**src/rtl/core/mht_pkg.sv**
```systemverilog
// mht_pkg: shared widths, micro-op codes and control/status structs for the
// MACD histogram tracker. No dependencies; imported by every core module.
`timescale 1ns / 1ps
`default_nettype none

package mht_pkg;

  // Item field widths
  localparam int PRICE_W = 32;
  localparam int MACD_W  = 33;
  localparam int HIST_W  = 34;

  // Internal number formats: averages Q16.24, seed sums Q16.16
  localparam int AVG_W  = 44;
  localparam int SUM_W  = 40;
  localparam int OPND_W = AVG_W;

  // Constant multiplier: 24-bit Q0.24 constant, operand split at bit 24
  localparam int MC_W  = 24;
  localparam int LO_W  = 24;
  localparam int HI_W  = OPND_W - LO_W;
  localparam int PLO_W = 2 * MC_W + 1;
  localparam int PHI_W = HI_W + MC_W + 1;

  // Rounding shifts: seed mean drops 16 bits, average update drops 24,
  // Q16.24 to Q16.16 drops 8
  localparam int SEED_SHIFT = 16;
  localparam int EMA_SHIFT  = 24;
  localparam int FRAC_DROP  = 8;

  // Microcode program counter
  localparam int PC_W = 4;

  typedef enum logic [1:0] {
    CH_FAST = 2'd0,
    CH_SLOW = 2'd1,
    CH_SIG  = 2'd2
  } ch_t;

  typedef enum logic [3:0] {
    OP_NOP      = 4'd0,
    OP_LOAD     = 4'd1,
    OP_SUM_ADD  = 4'd2,
    OP_MUL_LO   = 4'd3,
    OP_MUL_HI   = 4'd4,
    OP_SEED_WB  = 4'd5,
    OP_DIFF     = 4'd6,
    OP_EMA_WB   = 4'd7,
    OP_NEXT_CH  = 4'd8,
    OP_MACD_PRE = 4'd9,
    OP_MACD_WB  = 4'd10,
    OP_HIST_PRE = 4'd11,
    OP_OUT_WB   = 4'd12
  } op_t;

  typedef enum logic [3:0] {
    COND_NEXT          = 4'd0,
    COND_ALWAYS        = 4'd1,
    COND_WAIT_IN       = 4'd2,
    COND_WAIT_OUT      = 4'd3,
    COND_EMA_PHASE     = 4'd4,
    COND_NOT_SEED_END  = 4'd5,
    COND_CH_FAST       = 4'd6,
    COND_CH_SIG        = 4'd7,
    COND_NO_MACD       = 4'd8,
    COND_NO_RESULT     = 4'd9
  } cond_t;

  // Sequencer to datapath
  typedef struct packed {
    op_t  op;
    logic seed;   // 1: seed reciprocal and 16-bit rounding, 0: average weight
    logic en;     // op takes effect this cycle
    logic idle;   // waiting for an item
  } ctl_t;

  // Datapath to sequencer
  typedef struct packed {
    logic ema_phase;
    logic seed_end;
    logic ch_fast;
    logic ch_sig;
    logic no_macd;
    logic no_result;
    logic out_full;
  } stat_t;

endpackage

`default_nettype wire

```
**src/rtl/core/mht_sequencer.sv**
```systemverilog
// mht_sequencer: microcode ROM, step counter and branch logic.
// Depends on mht_pkg for op/cond codes and the ctl_t / stat_t structs.
`timescale 1ns / 1ps
`default_nettype none

module mht_sequencer (
  input  wire logic           clk,
  input  wire logic           rst_n,
  input  wire logic           in_valid,
  input  wire mht_pkg::stat_t stat,
  output mht_pkg::ctl_t       ctl
);
  import mht_pkg::*;

  typedef struct packed {
    op_t              op;
    logic             seed;
    cond_t            cond;
    logic [PC_W-1:0]  tgt;
  } uword_t;

  // Program addresses
  localparam logic [PC_W-1:0] PC_IDLE     = 4'd0;
  localparam logic [PC_W-1:0] PC_TRACK    = 4'd1;
  localparam logic [PC_W-1:0] PC_SEED_ADD = 4'd2;
  localparam logic [PC_W-1:0] PC_SEED_LO  = 4'd3;
  localparam logic [PC_W-1:0] PC_SEED_HI  = 4'd4;
  localparam logic [PC_W-1:0] PC_SEED_WB  = 4'd5;
  localparam logic [PC_W-1:0] PC_EMA_DIFF = 4'd6;
  localparam logic [PC_W-1:0] PC_EMA_LO   = 4'd7;
  localparam logic [PC_W-1:0] PC_EMA_HI   = 4'd8;
  localparam logic [PC_W-1:0] PC_EMA_WB   = 4'd9;
  localparam logic [PC_W-1:0] PC_CH_END   = 4'd10;
  localparam logic [PC_W-1:0] PC_DISPATCH = 4'd11;
  localparam logic [PC_W-1:0] PC_MACD_PRE = 4'd12;
  localparam logic [PC_W-1:0] PC_MACD_WB  = 4'd13;
  localparam logic [PC_W-1:0] PC_HIST_PRE = 4'd14;
  localparam logic [PC_W-1:0] PC_OUT      = 4'd15;

  // Control store. The track routine (PC_TRACK..PC_CH_END) runs once per
  // average, on the channel held in the datapath.
  function automatic uword_t ucode(input logic [PC_W-1:0] pc);
    uword_t w;
    w = '{OP_NOP, 1'b0, COND_ALWAYS, PC_IDLE};
    unique case (pc)
      PC_IDLE:     w = '{OP_LOAD,     1'b0, COND_WAIT_IN,      PC_IDLE};
      PC_TRACK:    w = '{OP_NOP,      1'b0, COND_EMA_PHASE,    PC_EMA_DIFF};
      PC_SEED_ADD: w = '{OP_SUM_ADD,  1'b0, COND_NOT_SEED_END, PC_CH_END};
      PC_SEED_LO:  w = '{OP_MUL_LO,   1'b1, COND_NEXT,         PC_IDLE};
      PC_SEED_HI:  w = '{OP_MUL_HI,   1'b1, COND_NEXT,         PC_IDLE};
      PC_SEED_WB:  w = '{OP_SEED_WB,  1'b1, COND_ALWAYS,       PC_CH_END};
      PC_EMA_DIFF: w = '{OP_DIFF,     1'b0, COND_NEXT,         PC_IDLE};
      PC_EMA_LO:   w = '{OP_MUL_LO,   1'b0, COND_NEXT,         PC_IDLE};
      PC_EMA_HI:   w = '{OP_MUL_HI,   1'b0, COND_NEXT,         PC_IDLE};
      PC_EMA_WB:   w = '{OP_EMA_WB,   1'b0, COND_NEXT,         PC_IDLE};
      PC_CH_END:   w = '{OP_NEXT_CH,  1'b0, COND_CH_FAST,      PC_TRACK};
      PC_DISPATCH: w = '{OP_NOP,      1'b0, COND_CH_SIG,       PC_HIST_PRE};
      PC_MACD_PRE: w = '{OP_MACD_PRE, 1'b0, COND_NO_MACD,      PC_IDLE};
      PC_MACD_WB:  w = '{OP_MACD_WB,  1'b0, COND_ALWAYS,       PC_TRACK};
      PC_HIST_PRE: w = '{OP_HIST_PRE, 1'b0, COND_NO_RESULT,    PC_IDLE};
      // last step: falling through wraps the counter back to idle
      PC_OUT:      w = '{OP_OUT_WB,   1'b0, COND_WAIT_OUT,     PC_OUT};
      default:     w = '{OP_NOP,      1'b0, COND_ALWAYS,       PC_IDLE};
    endcase
    return w;
  endfunction

  logic [PC_W-1:0] pc_r;
  logic [PC_W-1:0] pc_nxt;
  uword_t          word;
  logic            take;
  logic            hold;

  // Branch decision and control word
  always_comb begin
    word = ucode(pc_r);
    unique case (word.cond)
      COND_NEXT:         take = 1'b0;
      COND_ALWAYS:       take = 1'b1;
      COND_WAIT_IN:      take = !in_valid;
      COND_WAIT_OUT:     take = stat.out_full;
      COND_EMA_PHASE:    take = stat.ema_phase;
      COND_NOT_SEED_END: take = !stat.seed_end;
      COND_CH_FAST:      take = stat.ch_fast;
      COND_CH_SIG:       take = stat.ch_sig;
      COND_NO_MACD:      take = stat.no_macd;
      COND_NO_RESULT:    take = stat.no_result;
      default:           take = 1'b0;
    endcase
    // a taken wait branch suppresses the step's op
    hold     = take && (word.cond inside {COND_WAIT_IN, COND_WAIT_OUT});
    pc_nxt   = take ? word.tgt : pc_r + PC_W'(1);
    ctl.op   = word.op;
    ctl.seed = word.seed;
    ctl.en   = !hold;
    ctl.idle = (pc_r == PC_IDLE);
  end

  // Step counter
  always_ff @(posedge clk) begin
    if (!rst_n) begin
      pc_r <= PC_IDLE;
    end else begin
      pc_r <= pc_nxt;
    end
  end

endmodule

`default_nettype wire

```
**src/rtl/core/mht_datapath.sv**
```systemverilog
// mht_datapath: average/sum registers, shared 24-bit constant multiplier,
// sample counter and output register. Depends on mht_pkg; driven by mht_sequencer.
`timescale 1ns / 1ps
`default_nettype none

module mht_datapath #(
  parameter int FAST_PERIOD   = 12,
  parameter int SLOW_PERIOD   = 26,
  parameter int SIGNAL_PERIOD = 9
) (
  input  wire logic                              clk,
  input  wire logic                              rst_n,
  input  wire mht_pkg::ctl_t                     ctl,
  output mht_pkg::stat_t                         stat,
  input  wire logic [mht_pkg::PRICE_W-1:0]       in_price,
  input  wire logic                              in_restart,
  output logic                                   out_valid,
  input  wire logic                              out_stall,
  output logic signed [mht_pkg::HIST_W-1:0]      out_histogram,
  output logic signed [mht_pkg::MACD_W-1:0]      out_macd_value,
  output logic                                   out_buy
);
  import mht_pkg::*;

  localparam int MACD_START = (FAST_PERIOD > SLOW_PERIOD) ? FAST_PERIOD : SLOW_PERIOD;
  localparam int COUNT_CAP  = MACD_START + SIGNAL_PERIOD - 1;
  localparam int CNT_W      = $clog2(MACD_START + SIGNAL_PERIOD + 1);
  localparam int NUM_CH     = 3;
  localparam int Q_W        = OPND_W - FRAC_DROP;

  localparam logic [CNT_W-1:0] FAST_P   = CNT_W'(FAST_PERIOD);
  localparam logic [CNT_W-1:0] SLOW_P   = CNT_W'(SLOW_PERIOD);
  localparam logic [CNT_W-1:0] SIG_P    = CNT_W'(SIGNAL_PERIOD);
  localparam logic [CNT_W-1:0] START_K  = CNT_W'(MACD_START);
  localparam logic [CNT_W-1:0] SIG_OFS  = CNT_W'(MACD_START - 1);
  localparam logic [CNT_W-1:0] CAP_K    = CNT_W'(COUNT_CAP);

  // Q0.24 constants: seed reciprocal 1/P and average weight 2/(P+1)
  localparam logic [MC_W-1:0] FAST_RECIP =
    MC_W'((2**MC_W + FAST_PERIOD / 2) / FAST_PERIOD);
  localparam logic [MC_W-1:0] SLOW_RECIP =
    MC_W'((2**MC_W + SLOW_PERIOD / 2) / SLOW_PERIOD);
  localparam logic [MC_W-1:0] SIG_RECIP =
    MC_W'((2**MC_W + SIGNAL_PERIOD / 2) / SIGNAL_PERIOD);
  localparam logic [MC_W-1:0] FAST_WEIGHT =
    MC_W'((2**(MC_W + 1) + (FAST_PERIOD + 1) / 2) / (FAST_PERIOD + 1));
  localparam logic [MC_W-1:0] SLOW_WEIGHT =
    MC_W'((2**(MC_W + 1) + (SLOW_PERIOD + 1) / 2) / (SLOW_PERIOD + 1));
  localparam logic [MC_W-1:0] SIG_WEIGHT =
    MC_W'((2**(MC_W + 1) + (SIGNAL_PERIOD + 1) / 2) / (SIGNAL_PERIOD + 1));

  localparam logic [PLO_W-1:0]  SEED_RND = PLO_W'(1) << (SEED_SHIFT - 1);
  localparam logic [PLO_W-1:0]  EMA_RND  = PLO_W'(1) << (EMA_SHIFT - 1);
  localparam logic [OPND_W-1:0] Q16_RND  = OPND_W'(1) << (FRAC_DROP - 1);

  // Saturate a Q16.16 value to the MACD field
  function automatic logic [MACD_W-1:0] sat_macd(input logic [Q_W-1:0] v);
    logic [MACD_W-1:0] r;
    if (&v[Q_W-1:MACD_W-1] || ~|v[Q_W-1:MACD_W-1]) begin
      r = v[MACD_W-1:0];
    end else if (v[Q_W-1]) begin
      r = {1'b1, {(MACD_W-1){1'b0}}};
    end else begin
      r = {1'b0, {(MACD_W-1){1'b1}}};
    end
    return r;
  endfunction

  // Saturate a Q17.16 difference to the histogram field
  function automatic logic [HIST_W-1:0] sat_hist(input logic [Q_W:0] v);
    logic [HIST_W-1:0] r;
    if (&v[Q_W:HIST_W-1] || ~|v[Q_W:HIST_W-1]) begin
      r = v[HIST_W-1:0];
    end else if (v[Q_W]) begin
      r = {1'b1, {(HIST_W-1){1'b0}}};
    end else begin
      r = {1'b0, {(HIST_W-1){1'b1}}};
    end
    return r;
  endfunction

  // Control registers
  logic [CNT_W-1:0] count_r, count_nxt;
  ch_t              ch_r, ch_nxt;
  logic             out_valid_r, out_valid_nxt;

  // Payload registers
  logic [CNT_W-1:0]         k_r;
  logic [MACD_W-1:0]        x_r;
  logic [MACD_W-1:0]        macd_r;
  logic [OPND_W-1:0]        opnd_r;
  logic [PLO_W-1:0]         plo_r;
  logic signed [PHI_W-1:0]  phi_r;
  logic [AVG_W-1:0]         avg_r [NUM_CH];
  logic [SUM_W-1:0]         sum_r [NUM_CH];
  logic [HIST_W-1:0]        hist_r;
  logic [MACD_W-1:0]        omacd_r;
  logic                     buy_r;

  // Per-channel selection
  logic [CNT_W-1:0]         k_load;
  logic [CNT_W-1:0]         kk;
  logic [CNT_W-1:0]         period;
  logic [MC_W-1:0]          mconst;
  logic [AVG_W-1:0]         avg_cur;
  logic [SUM_W-1:0]         sum_new;
  logic [OPND_W-1:0]        x_sh;
  logic [2*MC_W-1:0]        lo_prod;
  logic signed [PHI_W-1:0]  hi_prod;
  logic [Q_W-1:0]           q_val;
  logic [Q_W:0]             hist_raw;
  logic [MACD_W-1:0]        macd_sat;
  logic [HIST_W-1:0]        hist_sat;
  logic                     out_full;

  assign k_load = (in_restart ? '0 : count_r) + CNT_W'(1);

  always_comb begin
    case (ch_r)
      CH_FAST: begin
        kk     = k_r;
        period = FAST_P;
        mconst = ctl.seed ? FAST_RECIP : FAST_WEIGHT;
      end
      CH_SLOW: begin
        kk     = k_r;
        period = SLOW_P;
        mconst = ctl.seed ? SLOW_RECIP : SLOW_WEIGHT;
      end
      CH_SIG: begin
        kk     = k_r - SIG_OFS;
        period = SIG_P;
        mconst = ctl.seed ? SIG_RECIP : SIG_WEIGHT;
      end
      default: begin
        kk     = k_r;
        period = FAST_P;
        mconst = FAST_WEIGHT;
      end
    endcase
  end

  assign avg_cur = avg_r[ch_r];

  // Seed sum: the first sample of a channel starts a new sum
  assign sum_new = ((kk == CNT_W'(1)) ? '0 : sum_r[ch_r])
                 + {{(SUM_W-MACD_W){x_r[MACD_W-1]}}, x_r};

  // Sample moved to Q16.24
  assign x_sh = {{(OPND_W-MACD_W-FRAC_DROP){x_r[MACD_W-1]}}, x_r, {FRAC_DROP{1'b0}}};

  // Partial products of the shared constant multiplier
  assign lo_prod = opnd_r[LO_W-1:0] * mconst;
  assign hi_prod = $signed(opnd_r[OPND_W-1:LO_W]) * $signed({1'b0, mconst});

  // Q16.24 to Q16.16 (rounding offset already added) and saturation
  assign q_val    = opnd_r[OPND_W-1:FRAC_DROP];
  assign macd_sat = sat_macd(q_val);
  assign hist_raw = {{(Q_W+1-MACD_W){macd_r[MACD_W-1]}}, macd_r} - {q_val[Q_W-1], q_val};
  assign hist_sat = sat_hist(hist_raw);

  assign out_full = out_valid_r && out_stall;

  // Status for branching
  always_comb begin
    stat.ema_phase = (kk > period);
    stat.seed_end  = (kk == period);
    stat.ch_fast   = (ch_r == CH_FAST);
    stat.ch_sig    = (ch_r == CH_SIG);
    stat.no_macd   = (k_r < START_K);
    stat.no_result = (k_r < CAP_K);
    stat.out_full  = out_full;
  end

  // Next values of control registers
  always_comb begin
    count_nxt     = count_r;
    ch_nxt        = ch_r;
    out_valid_nxt = out_valid_r && out_stall;
    if (ctl.en) begin
      unique case (ctl.op)
        OP_LOAD: begin
          count_nxt = (k_load > CAP_K) ? CAP_K : k_load;
          ch_nxt    = CH_FAST;
        end
        OP_NEXT_CH: begin
          if (ch_r == CH_FAST) begin
            ch_nxt = CH_SLOW;
          end
        end
        OP_MACD_WB: ch_nxt = CH_SIG;
        OP_OUT_WB:  out_valid_nxt = 1'b1;
        default: ;
      endcase
    end
  end

  always_ff @(posedge clk) begin
    if (!rst_n) begin
      count_r     <= '0;
      ch_r        <= CH_FAST;
      out_valid_r <= 1'b0;
    end else begin
      count_r     <= count_nxt;
      ch_r        <= ch_nxt;
      out_valid_r <= out_valid_nxt;
    end
  end

  // Datapath operations
  always_ff @(posedge clk) begin
    if (ctl.en) begin
      unique case (ctl.op)
        OP_LOAD: begin
          k_r <= k_load;
          x_r <= {1'b0, in_price};
        end
        OP_SUM_ADD: begin
          sum_r[ch_r] <= sum_new;
          opnd_r      <= {{(OPND_W-SUM_W){sum_new[SUM_W-1]}}, sum_new};
        end
        OP_MUL_LO:  plo_r <= PLO_W'(lo_prod) + (ctl.seed ? SEED_RND : EMA_RND);
        OP_MUL_HI:  phi_r <= hi_prod;
        OP_SEED_WB: begin
          avg_r[ch_r] <= AVG_W'({phi_r, {(EMA_SHIFT-SEED_SHIFT){1'b0}}})
                       + AVG_W'(plo_r[PLO_W-1:SEED_SHIFT]);
        end
        OP_DIFF:    opnd_r <= x_sh - avg_cur;
        OP_EMA_WB: begin
          avg_r[ch_r] <= avg_cur + phi_r[AVG_W-1:0] + AVG_W'(plo_r[PLO_W-1:EMA_SHIFT]);
        end
        OP_MACD_PRE: opnd_r <= avg_r[CH_FAST] - avg_r[CH_SLOW] + Q16_RND;
        OP_MACD_WB: begin
          macd_r <= macd_sat;
          x_r    <= macd_sat;
        end
        OP_HIST_PRE: opnd_r <= avg_r[CH_SIG] + Q16_RND;
        OP_OUT_WB: begin
          hist_r  <= hist_sat;
          omacd_r <= macd_r;
          buy_r   <= !hist_sat[HIST_W-1] && (|hist_sat);
        end
        default: ;
      endcase
    end
  end

  assign out_valid      = out_valid_r;
  assign out_histogram  = hist_r;
  assign out_macd_value = omacd_r;
  assign out_buy        = buy_r;

endmodule

`default_nettype wire

```
**src/rtl/core/macd_histogram_tracker_core.sv**
```systemverilog
// macd_histogram_tracker_core: top level of the MACD histogram tracker.
// Depends on mht_pkg, mht_sequencer and mht_datapath.
`timescale 1ns / 1ps
`default_nettype none

// Tracks fast, slow and signal exponential averages of a Q16.16 price stream
// and emits one item (histogram, MACD, buy flag) per price once the signal
// average is seeded; warm-up prices produce nothing. A price with restart set
// starts a fresh warm-up at that price. For each item a microcoded program
// walks the three averages one after another through a pair of small constant
// multipliers (24 x 24 for the low operand half, 20 x 25 signed for the high
// half), one partial product per step, plus a few steps for MACD and histogram.
// The result sits in an output register, so the next price is accepted while
// it waits; the program only pauses on its last step if the previous result
// has still not been taken. No clearing pass is needed after reset.
module macd_histogram_tracker_core #(
  parameter int FAST_PERIOD   = 12,
  parameter int SLOW_PERIOD   = 26,
  parameter int SIGNAL_PERIOD = 9
) (
  input  wire logic                          clk,
  input  wire logic                          rst_n,
  input  wire logic                          in_valid,
  output logic                               in_stall,
  input  wire logic [mht_pkg::PRICE_W-1:0]   in_price,
  input  wire logic                          in_restart,
  output logic                               out_valid,
  input  wire logic                          out_stall,
  output logic signed [mht_pkg::HIST_W-1:0]  out_histogram,
  output logic signed [mht_pkg::MACD_W-1:0]  out_macd_value,
  output logic                               out_buy
);
  import mht_pkg::*;

  ctl_t  ctl;
  stat_t stat;

  // Program sequencer
  mht_sequencer u_seq (
    .clk      (clk),
    .rst_n    (rst_n),
    .in_valid (in_valid),
    .stat     (stat),
    .ctl      (ctl)
  );

  // Arithmetic and state
  mht_datapath #(
    .FAST_PERIOD   (FAST_PERIOD),
    .SLOW_PERIOD   (SLOW_PERIOD),
    .SIGNAL_PERIOD (SIGNAL_PERIOD)
  ) u_dp (
    .clk            (clk),
    .rst_n          (rst_n),
    .ctl            (ctl),
    .stat           (stat),
    .in_price       (in_price),
    .in_restart     (in_restart),
    .out_valid      (out_valid),
    .out_stall      (out_stall),
    .out_histogram  (out_histogram),
    .out_macd_value (out_macd_value),
    .out_buy        (out_buy)
  );

  // Items are taken only while the program waits at its idle step
  assign in_stall = !ctl.idle;

  // An accepted item keeps the block busy on the next cycle
  a_busy_after_accept: assert property (@(posedge clk) disable iff (!rst_n)
    (in_valid && !in_stall) |=> in_stall)
    else $error("input accepted on consecutive cycles");

  // A new result only appears at the end of a program run
  a_result_from_run: assert property (@(posedge clk) disable iff (!rst_n)
    $rose(out_valid) |-> $past(in_stall))
    else $error("result appeared without an item in work");

  // Buy flag agrees with the histogram sign
  a_buy_sign: assert property (@(posedge clk) disable iff (!rst_n)
    out_valid |-> (out_buy == (out_histogram > 0)))
    else $error("buy flag does not match histogram");

endmodule

`default_nettype wire

```
**config.mk**
```make
export PLATFORM = sky130hd
export DESIGN_NAME = macd_histogram_tracker_core
export DESIGN_NICKNAME = d
export VERILOG_FILES = /design/src/rtl/core/mht_pkg.sv /design/src/rtl/core/mht_sequencer.sv /design/src/rtl/core/mht_datapath.sv /design/src/rtl/core/macd_histogram_tracker_core.sv
export SDC_FILE = /design/constraint.sdc
export NUM_CORES = 2
export LEC_CHECK = 0
export BUFFER_PORTS_ARGS = -buffer_cell sky130_fd_sc_hd__buf_2
export CORE_MARGIN = 5
export CORE_UTILIZATION = 59
export CTS_CLUSTER_SIZE = 30
export DETAILED_ROUTE_END_ITERATION = 8
export PLACE_DENSITY = 0.75
export SLEW_MARGIN = 0
export SYNTH_ARGS = -nofsm -noshare
export SYNTH_HDL_FRONTEND = slang
export SYNTH_SLANG_ARGS = --single-unit
```
**constraint.sdc**
```tcl
create_clock -name clk -period 15.9 [get_ports clk]
set_input_delay 3.975 -clock clk [delete_from_list [all_inputs] [get_ports clk]]
set_output_delay 3.975 -clock clk [all_outputs]
set_load 0.05 [all_outputs]
```
# After elaboration in Yosys (flattened, before gate mapping)
# Memories as Yosys holds them, arrays and structs flattened. A register that Yosys moved wholly into a read port is not among the register bits.
# Index checks and enable logic that the tools add are counted.
dict set report word_totals {
  reg_bits 290
  mem_bits_rw 252
  rom_bits 208
  in_bits 37
  out_inout_bits 70
  mem_count 3
}
dict set report classes {
  n_addsub 13
  multipliers 2
  magnitude_cmp 4
  n_eq_ne 26
  muxes 37
  n_bitwise 2
  reduce_logical 30
}
# memory words word_bits read_ports rd_ports_with_merged_regs write_ports line
set mem_list {}
lappend mem_list {{(name not given)} 16 13 1 1 0 mht_sequencer.sv:45} ;# unique case (pc)
lappend mem_list {u_dp.avg_r 3 44 4 1 1 mht_datapath.sv:94} ;# logic [AVG_W-1:0] avg_r [NUM_CH];
lappend mem_list {u_dp.sum_r 3 40 1 1 1 mht_datapath.sv:95} ;# logic [SUM_W-1:0] sum_r [NUM_CH];
# cell n
set ops {}
lappend ops {{$pmux 44 s4} 1}
lappend ops {{$add 44x8->44 const B} 2}
lappend ops {{$sub 44x44->44} 2}
lappend ops {{$pmux 24 s3} 1}
lappend ops {{$mux 34} 2}
lappend ops {{$mux 33} 2}
lappend ops {{$pmux 33 s2} 1}
lappend ops {{$add 48x49->49} 1}
lappend ops {{$mul 24x24->48} 1}
lappend ops {{$add 44x25->44} 1}
lappend ops {{$add 44x33->44} 1}
lappend ops {{$add 44x44->44} 1}
lappend ops {{$mul 20x25->44} 1}
lappend ops {{$mux 22} 2}
lappend ops {{$mux 44} 1}
lappend ops {{$add 40x40->40} 1}
lappend ops {{$mux 40} 1}
lappend ops {{$sub 33x36->37} 1}
lappend ops {{$reduce_or 34->1} 1}
lappend ops {{$eq 4x3->1 const B} 8}
lappend ops {{$eq 4x4->1 const B} 7}
lappend ops {{$mux 24} 1}
lappend ops {{$mux 21} 1}
lappend ops {{$mux 6} 3}
lappend ops {{34 further kinds} 70}

# Depth between registers and ports, before layout
dict set report logic_depth {
  word_depth 10
  depth_mapped 34
  depth_no_buf 31
}

# Cells and area by module
# From an unflattened synthesis, not the netlist that was laid out.
dict set report hier_totals {
  hier_cells 6856
  area_unflattened_um2 67900.1
}
# mod n_inst cells_per_inst area_per_inst_um2
set by_module_without_submodules {}
lappend by_module_without_submodules {mht_datapath 1 6753 66936.7}
lappend by_module_without_submodules {mht_sequencer 1 102 959.7}
lappend by_module_without_submodules {macd_histogram_tracker_core 1 1 3.8}

# Worst setup path before layout
# No wires, ideal clock.
dict set report synth_path {
  path_kind {input -> register}
  startpoint {input port out_stall}
  endpoint {register u_dp.buy_r, in the netlist u_dp.out_buy (enable)}
  setup_time_ps 665
  t_arrival_ps 10900
  required_time_ps 15235
  slack_ps 4335
  stages 4
  path_buffers 0
  cell_sequence {nand2_1 > mux4_2 > nor4b_2 > nor4_1}
}
dict set report synth_between {
  elab_chain_len 5
}
# element line
set synth_lines {}
lappend synth_lines {{start: declaration} macd_histogram_tracker_core.sv:28} ;# input wire logic out_stall,
lappend synth_lines {{$logic_and 1x1->1} mht_datapath.sv:162} ;# assign out_full = out_valid_r && out_stall;
lappend synth_lines {{$pmux 1 s9} mht_sequencer.sv:77} ;# unique case (word.cond)
lappend synth_lines {{$logic_and 1x1->1} mht_sequencer.sv:91} ;# hold = take && (word.cond inside {COND_WAIT_IN, COND_WAIT_OUT});
lappend synth_lines {{$not 1->1 (no source line)} n/a}
lappend synth_lines {{$reduce_and 2->1 (no source line)} n/a}
lappend synth_lines {{end signal: assignment} mht_datapath.sv:241} ;# buy_r <= !hist_sat[HIST_W-1] && (|hist_sat);
lappend synth_lines {{end: declaration} mht_datapath.sv:98} ;# logic buy_r;
# No other way between the ends.
# A chain may end at the register's enable or synchronous reset.

# Final worst setup path
dict set report layout_path {
  startpoint {register u_dp.ch_r[0]}
  endpoint {register u_dp.phi_r[42] (data pin)}
}
dict set report layout_between {
  elab_chain_len 3
  word_cells_on_any_way 5
}
# element line
set layout_lines {}
lappend layout_lines {{start: declaration} mht_datapath.sv:84} ;# ch_t ch_r, ch_nxt;
lappend layout_lines {{start signal: assignment} mht_datapath.sv:205} ;# ch_r <= ch_nxt;
lappend layout_lines {{$eq 2x2->1, or another cell as far along} mht_datapath.sv:119} ;# case (ch_r)
lappend layout_lines {{$pmux 24 s3 (*)} mht_datapath.sv:119}
lappend layout_lines {{$mul 20x25->44 (*)} mht_datapath.sv:154} ;# assign hi_prod = $signed(opnd_r[OPND_W-1:LO_W]) * $signed({1'b0, mconst});
lappend layout_lines {{net u_dp.hi_prod[42]} mht_datapath.sv:109} ;# logic signed [PHI_W-1:0] hi_prod;
lappend layout_lines {{end signal: assignment} mht_datapath.sv:223} ;# OP_MUL_HI: phi_r <= hi_prod;
lappend layout_lines {{end: declaration} mht_datapath.sv:93} ;# logic signed [PHI_W-1:0] phi_r;
# Mark *: on every way through the listed nets, which the timed path passes. The rest lies on a longest branch.

==> metrics.cfg <==
[run_status]
status=finished, final reports clean

[yosys]
synth.top_cell.area_share=0.246
syn_inst=6935
syn_avg_cell_area_um2=9.80
synth_fp_nets=8485
synth_warnings=0
synth_area_mm2=0.0680
async_reset_ff_frac=0
synth_area_leaders=edfxtp_1, fa_1, ha_1, inv_1, nand2_1
synth_area_leader_cell=edfxtp_1
synth-seq-cells=585
synth_ff_type=edfxtp_1
synth.most_common_cell=inv_1
yosys-top-cells-count=inv_1, fa_1, ha_1
synth_edf_count=557
ys_seq_area_frac=0.254
synth.distinct_cells=83

[drt]
drt-total-wl_um=238000
first_pass_iters=7
first_iter_violations=6809
routed_via_density=6.22
route.detailed.drc=0
avgRoutedWirePerCell_um=27.9
ant_nets=0
vias=53000

[floorplanning]
io_pins=107
fp.dieH_um=349
die_w_um=349
core_mm2=0.114
die_area_mm2=0.122
fp-row-count=124
initial_core_util=0.595

[sta]
final_max_slew_viol_count=0
hold_slack_ps=466
finalClockSkew_ps=41.7
worst_pin_slew_ps=1180
finalSetupTns_ps=0
rsz0062_at_grt=false
fin_crit_sh=0.643
min_period_ps=10230
setup_viol=0
hold_viol=0
maxSlewHeadroom=0.210
max_freq_mhz=97.7

[place]
hpwl_um=194000
port_buffers=106
gp_congestion=1.06
placed_area_mm2=0.0703

[hold_path]
worstHoldPathCells=0
hold_class=reg -> reg

[clocking]
cts_tree=yes
cts_buffers=66
clock_path_buffers=3
clk_pin_slew_ps=70
clockRootBuffer=clkbuf_16
cts_num_sinks=585
h-tree-depth=3
post_cts_buffers=0
worstSkewPairLatency_ps=660
hold_buffers=0
post_cts_resized=0

[run]
maxCapViolCount=0

[critical_path]
setup.worst_path.class=reg -> reg
startpoint_type=register
cp_common_cell=fa_1
path_buf_inv=7
arrival_ps=10600
critPathRequiredTime_ps=16270
crit_path_max_incr_delay_ps=610
crit_cells=27
cp_top_family=adder cells
path_max_fanout=49
slowest_stage=buf_4
crit_path_end_kind=register
reg2reg_depth=27

[finish]
fin_util=0.635
final_nets=8507
fin_area_mm2=0.0726
drive_gt1_frac=0.0611
areaGrowthSynthToFinish_pct=6.82

[grt]
grt_pass1_vias=51700
grt_antenna_before_repair=13
grt_overflow=0
grt_start_max_net_pins=69
grt_usage=0.389
grt_pass1_wl_um=347000

==> sequential cells by signal, indices dropped and copies added (netlist names), named ones only <==
signal	flops
u_dp.avg_r	176
u_dp.ch_r	2
u_dp.count_r	6
u_dp.k_r	6
u_dp.macd_r	33
u_dp.opnd_r	44
u_dp.out_buy	1
u_dp.out_histogram	34
u_dp.out_macd_value	33
u_dp.out_valid	1
u_dp.phi_r	44
u_dp.plo_r	33
u_dp.sum_r	120
u_dp.x_r	33
u_seq.pc_r	4
u_seq.word	13
==> cell families (layout without fill, tap and decap cells) <==
| group | Yosys count | count (layout) | synth area share |
|---|---|---|---|
| buffers and inverters | 1581 | 1654 | 0.0876 |
| multiplexers | 126 | 126 | 0.0275 |
| other | 0 | 6 | 0 |
| AO/OA/AOI/OAI | 1123 | 1123 | 0.105 |
| AND/OR/NAND/NOR | 1689 | 1689 | 0.116 |
| XOR/XNOR | 318 | 318 | 0.0410 |
| flip-flops | 585 | 585 | 0.254 |
| adder cells (fa/ha/maj) | 1513 | 1513 | 0.370 |
==> worst register-to-register path, cell delays in order (launching register included) <==
cell	delay, ps
dfxtp_1	510
ha_2	590
buf_4	620
o21bai_2	230
buf_4	450
inv_1	550
nor2_1	350
inv_1	90
fa_1	470
fa_1	570
fa_1	450
fa_1	540
inv_1	50
fa_1	480
fa_1	500
inv_1	50
fa_1	480
inv_1	50
ha_1	370
nand4_1	150
nor4b_1	460
o2111ai_1	310
a21boi_0	250
o21ai_0	200
a21o_1	260
a311oi_1	560
a311oi_1	220
xnor2_1	160
==> placed cells by master, fill, tap and decap left out, types with 172 or more instances in the layout <==
cell type	instances
ha_1	686
inv_1	1336
edfxtp_1	557
fa_1	825
xnor2_1	172
a21o_1	184
o21ai_0	240
a21oi_1	342
nor2_1	407
nand2_1	617
==> path summary, 6_finish.rpt <==
| path | startpoint | to | slack (ps) |
|---|---|---|---|
| worst min register to register | u_dp.macd_r[0] | u_dp.out_macd_value[0] | 470 |
| worst max register to register | u_dp.ch_r[0] | u_dp.phi_r[42] | 5670 |
| worst max-delay path | u_dp.ch_r[0] | u_dp.phi_r[42] | 5670 |
| worst min-delay path | u_dp.macd_r[0] | u_dp.out_macd_value[0] | 470 |
==> stage by stage <==
stage	worst slack, ps	std cells
floorplan	4340	6935
global placement	6170	8401
detailed placement	5990	8401
CTS	5950	8520
global route	5220	8520
finish	5670	8526
==> area by class of cell <==
cell class | count | area, µm²
clock inverter | 44 | 582
inverter | 1345 | 5050
timing repair buffer | 190 | 1160
antenna | 6 | 15.0
clock buffer | 75 | 1710
fill | 9401 | 41700
sequential | 585 | 17300
tap | 1512 | 1890
multi-input combinational | 4769 | 44900
==> metal layers <==
metal | global-route usage | vias to the layer above | share of wire | wire length, µm
met5 | 0 | - | 0.00021 | 49
met4 | 0.163 | 10 | 0.054 | 12700
met3 | 0.152 | 517 | 0.16 | 37700
met2 | 0.520 | 3547 | 0.39 | 92300
met1 | 0.565 | 26000 | 0.40 | 94800
li1 | - | 22900 | - | -
Power is not shown: default switching activity piles up to over one toggle a cycle in this logic, so the estimate is an artifact.
